`config.mk`:
```
export PLATFORM = sky130hd
export DESIGN_NAME = imu_stc_merge_flat
export DESIGN_NICKNAME = d
export VERILOG_FILES = /design/src/sv/imu_stc_pkg.sv /design/src/sv/imu_stc_if.sv /design/src/sv/imu_stc_merge.sv /design/src/flat_wrapper.sv
export SDC_FILE = /design/constraint.sdc
export NUM_CORES = 1
export LEC_CHECK = 0
export BUFFER_PORTS_ARGS = -buffer_cell sky130_fd_sc_hd__buf_2
export CAP_MARGIN = 25
export CELL_PAD_IN_SITES_DETAIL_PLACEMENT = 0
export CELL_PAD_IN_SITES_GLOBAL_PLACEMENT = 1
export CORE_AREA = 2 2 39 41
export CTS_BUF_LIST = sky130_fd_sc_hd__clkbuf_8
export CTS_CLUSTER_DIAMETER = 50
export CTS_CLUSTER_SIZE = 14
export DETAILED_ROUTE_END_ITERATION = 12
export DIE_AREA = 0 0 41 43
export PLACE_DENSITY = 0.62
export SLEW_MARGIN = 10
export SYNTH_ARGS = -nofsm -noshare
export SYNTH_HDL_FRONTEND = slang
export SYNTH_SLANG_ARGS = --single-unit
```
`constraint.sdc`:
```
create_clock -name clk -period 2.2 [get_ports clk]
set_input_delay 0 -clock clk [delete_from_list [all_inputs] [get_ports clk]]
set_output_delay 0 -clock clk [all_outputs]
set_load 0.01 [all_outputs]
```
`src/sv/imu_stc_pkg.sv`:
```
// Package: shared widths and the trim bound function of the IMU self-test checker.
`timescale 1ns / 1ps

package imu_stc_pkg;

  // Fixed field widths
  localparam int RESP_W   = 16;
  localparam int CODE_W   = 5;
  localparam int NCODES   = 32;
  localparam int NAXES    = 3;
  localparam int MASK_W   = 6;
  localparam int TRIM_Q   = 20;

  // Default fraction bits of the bound tables
  localparam int BOUND_FRAC_BITS_DEF = 8;

  // Table selectors
  localparam bit SENS_GYRO  = 1'b1;
  localparam bit SENS_ACCEL = 1'b0;
  localparam bit BOUND_LO   = 1'b0;
  localparam bit BOUND_HI   = 1'b1;

  // Factory trim bound for one code, in Q(bf). Evaluated at elaboration only;
  // the result is a ROM entry.
  function automatic logic [63:0] trim_bound(input bit is_gyro, input int code,
                                             input int bf, input bit hi_side);
    logic [63:0] t;
    logic [63:0] g;
    logic [63:0] lo;
    logic [63:0] hi;
    logic [63:0] mid;
    logic [63:0] target;
    logic [63:0] p;
    logic [63:0] q;
    logic [63:0] rnd;
    bit          ok;
    int          c;
    int          k;
    int          sh;
    if (code == 0) begin
      return 64'd0;
    end
    if (is_gyro) begin
      // 3275 grown by 1.046 per code, rounded down each step
      t = 64'd3275 << TRIM_Q;
      for (c = 1; c <= code; c++) begin
        t = (t * 64'd523) / 64'd500;
      end
    end else begin
      // Q30 thirtieth root of 46/17 by bisection
      target = (64'd46 << 30) / 64'd17;
      lo = 64'd1 << 30;
      hi = 64'd1 << 31;
      while (hi - lo > 64'd1) begin
        mid = lo + ((hi - lo) >> 1);
        p   = 64'd1 << 30;
        ok  = 1'b1;
        for (k = 0; k < 30; k++) begin
          if (ok) begin
            p = (p * mid) >> 30;
            if (p > target) begin
              ok = 1'b0;
            end
          end
        end
        if (ok) begin
          lo = mid;
        end else begin
          hi = mid;
        end
      end
      g = lo;
      t = (64'd139264 << TRIM_Q) / 64'd100;
      for (c = 2; c <= code; c++) begin
        t = (t * g) >> 30;
      end
    end
    // scale from Q20 to Q(bf): floor or ceil of x / (100 * 2^sh)
    sh = TRIM_Q - bf;
    if (hi_side) begin
      q = (t * 64'd114) / 64'd100;
      return q >> sh;
    end else begin
      q   = (t * 64'd86 + 64'd99) / 64'd100;
      rnd = (64'd1 << sh) - 64'd1;
      return (q + rnd) >> sh;
    end
  endfunction

endpackage

```
`src/sv/imu_stc_if.sv`:
```


interface imu_stc_out_if;
  logic        valid;
  logic        ready;
  logic [imu_stc_pkg::MASK_W-1:0] fail_mask;

  modport source (output valid, fail_mask, input ready);
  modport sink (input valid, fail_mask, output ready);
endinterface

```
`src/sv/imu_stc_merge.sv`:
```
// Merge stage: gathers lane fail bits into the mask and holds the output register.
`timescale 1ns / 1ps

module imu_stc_merge (
  input  logic                           clk,
  input  logic                           rst_n,
  input  logic                           in_valid,
  output logic                           in_ready,
  input  logic [imu_stc_pkg::NAXES-1:0]  gyro_fail,
  input  logic [imu_stc_pkg::NAXES-1:0]  accel_fail,
  imu_stc_out_if.source                  out_ch
);

  logic                           valid_r;
  logic                           valid_nxt;
  logic [imu_stc_pkg::MASK_W-1:0] mask_r;
  logic [imu_stc_pkg::MASK_W-1:0] mask_nxt;
  logic                           in_fire;

  // take a new beat whenever the output slot is empty or draining
  assign in_ready = !valid_r || out_ch.ready;
  assign in_fire  = in_valid && in_ready;

  // lane order: X at the high end of each half
  always_comb begin
    mask_nxt = {gyro_fail[0], gyro_fail[1], gyro_fail[2],
                accel_fail[0], accel_fail[1], accel_fail[2]};
    if (in_fire) begin
      valid_nxt = 1'b1;
    end else if (out_ch.ready) begin
      valid_nxt = 1'b0;
    end else begin
      valid_nxt = valid_r;
    end
  end

  always_ff @(posedge clk) begin
    if (!rst_n) begin
      valid_r <= 1'b0;
    end else begin
      valid_r <= valid_nxt;
    end
  end

  always_ff @(posedge clk) begin
    if (in_fire) begin
      mask_r <= mask_nxt;
    end
  end

  assign out_ch.valid     = valid_r;
  assign out_ch.fail_mask = mask_r;

`ifndef NO_ASSERTIONS
  a_fire_shows: assert property (@(posedge clk) disable iff (!rst_n)
    in_fire |=> valid_r)
    else $error("accepted beat not presented");
  a_no_overwrite: assert property (@(posedge clk) disable iff (!rst_n)
    (valid_r && !out_ch.ready) |-> !in_ready)
    else $error("held result could be overwritten");
  a_mask_loaded: assert property (@(posedge clk) disable iff (!rst_n)
    in_fire |=> (mask_r == $past(mask_nxt)))
    else $error("mask register not loaded from lanes");
`endif

endmodule

```
`src/flat_wrapper.sv`:
```
// flat-port wrapper written by rule: the top's interface ports become plain ports
module imu_stc_merge_flat 
  (clk, rst_n, in_valid, in_ready, gyro_fail, accel_fail, out_ch_valid, out_ch_fail_mask, out_ch_ready);
  imu_stc_out_if out_ch_i ();
  input  logic clk;
  input  logic rst_n;
  input  logic in_valid;
  output logic in_ready;
  input  logic [imu_stc_pkg::NAXES-1:0] gyro_fail;
  input  logic [imu_stc_pkg::NAXES-1:0] accel_fail;
  output wire logic [$bits(out_ch_i.valid)-1:0] out_ch_valid;
  output wire logic [$bits(out_ch_i.fail_mask)-1:0] out_ch_fail_mask;
  input wire logic [$bits(out_ch_i.ready)-1:0] out_ch_ready;
  assign out_ch_valid = out_ch_i.valid;
  assign out_ch_fail_mask = out_ch_i.fail_mask;
  assign out_ch_i.ready = out_ch_ready;
  imu_stc_merge u_core (.clk(clk), .rst_n(rst_n), .in_valid(in_valid), .in_ready(in_ready), .gyro_fail(gyro_fail), .accel_fail(accel_fail), .out_ch(out_ch_i));
endmodule
```
==> impl_metrics.env <==
export IMPL_power_leakage_uw=0.0002054
export IMPL_hp_class="in2reg"
export IMPL_power_density_mw_per_mm2=811.8
export IMPL_grt_antenna_before_repair=0
export IMPL_worst_path_largest_cell_delay_ns=0.33
export IMPL_relSlewSlack=0.9040
export IMPL_numCtsBuffers=3
export IMPL_vias_per_cell=3.537
export IMPL_grt_pass1_wl_um=745
export IMPL_core_mm2=0.001384
export IMPL_drv_slew=0
export IMPL_post_cts_resized=0
export IMPL_critPathMaxFanout=6
export IMPL_syn_cell_area_um2=237.7
export IMPL_routedWlPerCell_um=9.759
export IMPL_area_growth_pct=88.42
export IMPL_die_area_mm2=0.001763
export IMPL_holdWs_ns=0.01302
export IMPL_wl_um=527
export IMPL_fp_dieW_um=41
export IMPL_final_cell_mix="buf_2, dlygate4sd3_1, edfxtp_1"
export IMPL_overflow=0
export IMPL_critical_path_top_delay_family="flip-flops"
export IMPL_cts_sinks=7
export IMPL_rsz0062_at_grt="false"
export IMPL_multi_input_area_um2=33.78
export IMPL_drive_above_1_share=0.6053
export IMPL_yosysSeqAreaShare=0.8421
export IMPL_fill_cells=148
export IMPL_htree_levels=1
export IMPL_grt_pass1_vias=209
export IMPL_path_cells="nand2b_4, and2_4"
export IMPL_hold_viol_final=0
export IMPL_maxCapViolCount=0
export IMPL_tightest_slew_ns=0.1439
export IMPL_critPathRequiredTime_ns=2.13
export IMPL_ys_top_cells_by_area="edfxtp_1, dfxtp_1, nand2b_4, a21boi_2, and2_4"
export IMPL_finalCritPeriodShare=0.4012
export IMPL_end_kind="flop"
export IMPL_drc_errors=0
export IMPL_crit_buf_inv=0
export IMPL_final_common_cell="buf_2"
export IMPL_status="finished, final reports clean"
export IMPL_first_iter_violations=9
export IMPL_cts_max_path_buffers=2
export IMPL_irDropWorstVdd_uv=186.6
export IMPL_syn_avg_cell_area_um2=21.61
export IMPL_finClkSkew_ns=0.0008446
export IMPL_syn_inst=11
export IMPL_port_buffers=17
export IMPL_ios=18
export IMPL_syn_nets=21
export IMPL_postRouteAntennaNets=0
export IMPL_fmax_ghz=1.133
export IMPL_cp_slowest_cell="dfxtp_1"
export IMPL_yosysTopAreaCell="edfxtp_1"
export IMPL_seq_area_um2=200.2
export IMPL_diodes=0
export IMPL_gp_congestion=0.5012
export IMPL_period_minus_slack_ns=0.8827
export IMPL_yosysWarnings=0
export IMPL_cts_tree="yes"
export IMPL_synth_cell_types=6
export IMPL_nNetsFinal=49
export IMPL_path_clk_slew_ns=0.04
export IMPL_die_h_um=43
export IMPL_row_count=14
export IMPL_grt_max_degree=7
export IMPL_yosys_register_bits=7
export IMPL_critical_path_class="reg2reg"
export IMPL_synth_top_area_frac=0.7579
export IMPL_worstPathArrival_ns=0.82
export IMPL_clk_latency_ns=0.22
export IMPL_root_buffer="clkbuf_8"
export IMPL_start_kind="flop"
export IMPL_vias=191
export IMPL_setup_violations=0
export IMPL_drt_pass1_iterations=2
export IMPL_start_util=0.1718
export IMPL_gr_usage_all_layers=0.07419
export IMPL_fin_setup_tns_ns=0
## sequential cells by signal, indices dropped and copies added (netlist names)
register                 flops
u_core.out_ch.valid          1
u_core.out_ch.fail_mask      6
## metrics by stage
stage / std cells / area, µm² / worst slack, ns / utilization / power [µW]
after global placement: 44 / 342.8 / 1.344 / 0.2477 / 186.8
final: 54 / 447.9 / 1.317 / 0.3237 / 363.6
after floorplan: 11 / 237.7 / 1.285 / - / 170.8
after global routing: 54 / 447.9 / 1.286 / 0.3237 / 382.0
after CTS: 54 / 447.9 / 1.317 / 0.3237 / 369.4
after detailed placement: 44 / 342.8 / 1.328 / 0.2477 / 187.6
## worst reg2reg max path, cell delays in order (launching register included)
cell      delay [ns]
dfxtp_1         0.33
nand2b_4        0.08
and2_4          0.18
## final timing paths
| path | from | endpoint | slack (ns) | cells past startpoint |
|---|---|---|---|---|
| setup / recovery | u_core.out_ch.valid$_SDFFE_PN0P_ | u_core.out_ch.fail_mask[0]$_DFFE_PP_ | 1.32 | 2 |
| hold / removal | rst_n | u_core.out_ch.valid$_SDFFE_PN0P_ | 0.01 | 2 |
| setup reg to reg | u_core.out_ch.valid$_SDFFE_PN0P_ | u_core.out_ch.fail_mask[0]$_DFFE_PP_ | 1.32 | 2 |
| hold reg to reg | u_core.out_ch.valid$_SDFFE_PN0P_ | u_core.out_ch.valid$_SDFFE_PN0P_ | 0.51 | 2 |
## power by group
| part | switching (µW) | total, µW | internal, µW |
|---|---|---|---|
| Combinational | 14.7 | 36.7 | 22.0 |
| Clock | 50.3 | 170 | 120 |
| Sequential | 2.65 | 157 | 154 |
| Total | 67.6 | 364 | 296 |
## timing repair
action                                 4_1_cts  5_1_grt
hold buffers                                 6        0
endpoints found under the hold margin        6        0
buffers inserted                             0        0
## cells by family after synthesis
family	count (synthesis)	synth area share
AOI/OAI and AO/OA	1	0.04737
and+or+nand+nor	2	0.09473
DFF	7	0.8421
buffers and inverters	1	0.01577
## area by class of cell
| cell class | count | area share |
|---|---|---|
| multi-input cells | 3 | 0.07542 |
| clock buffers | 3 | 0.09218 |
| inverters | 1 | 0.008380 |
| well taps | 16 | 0.04469 |
| repair buffers | 23 | 0.3240 |
| flip-flops and latches | 7 | 0.4469 |
| clock inverters | 1 | 0.008380 |
## layer usage
| layer | wire length [µm] | global-route usage | up-vias | part of all wire |
|---|---|---|---|---|
| met5 | 0 | 0 | - | 0 |
| met3 | 98 | 0.04712 | 2 | 0.19 |
| met1 | 216 | 0.06020 | 75 | 0.41 |
| met2 | 194 | 0.09688 | 21 | 0.37 |
| li1 | - | - | 93 | - |
| met4 | 17 | 0.1000 | 0 | 0.032 |
## Yosys cell counts, drive strengths merged
master,number
a21boi,1
and2,1
dfxtp,1
edfxtp,6
inv,1
nand2b,1
(Power assumes the default switching activity.)
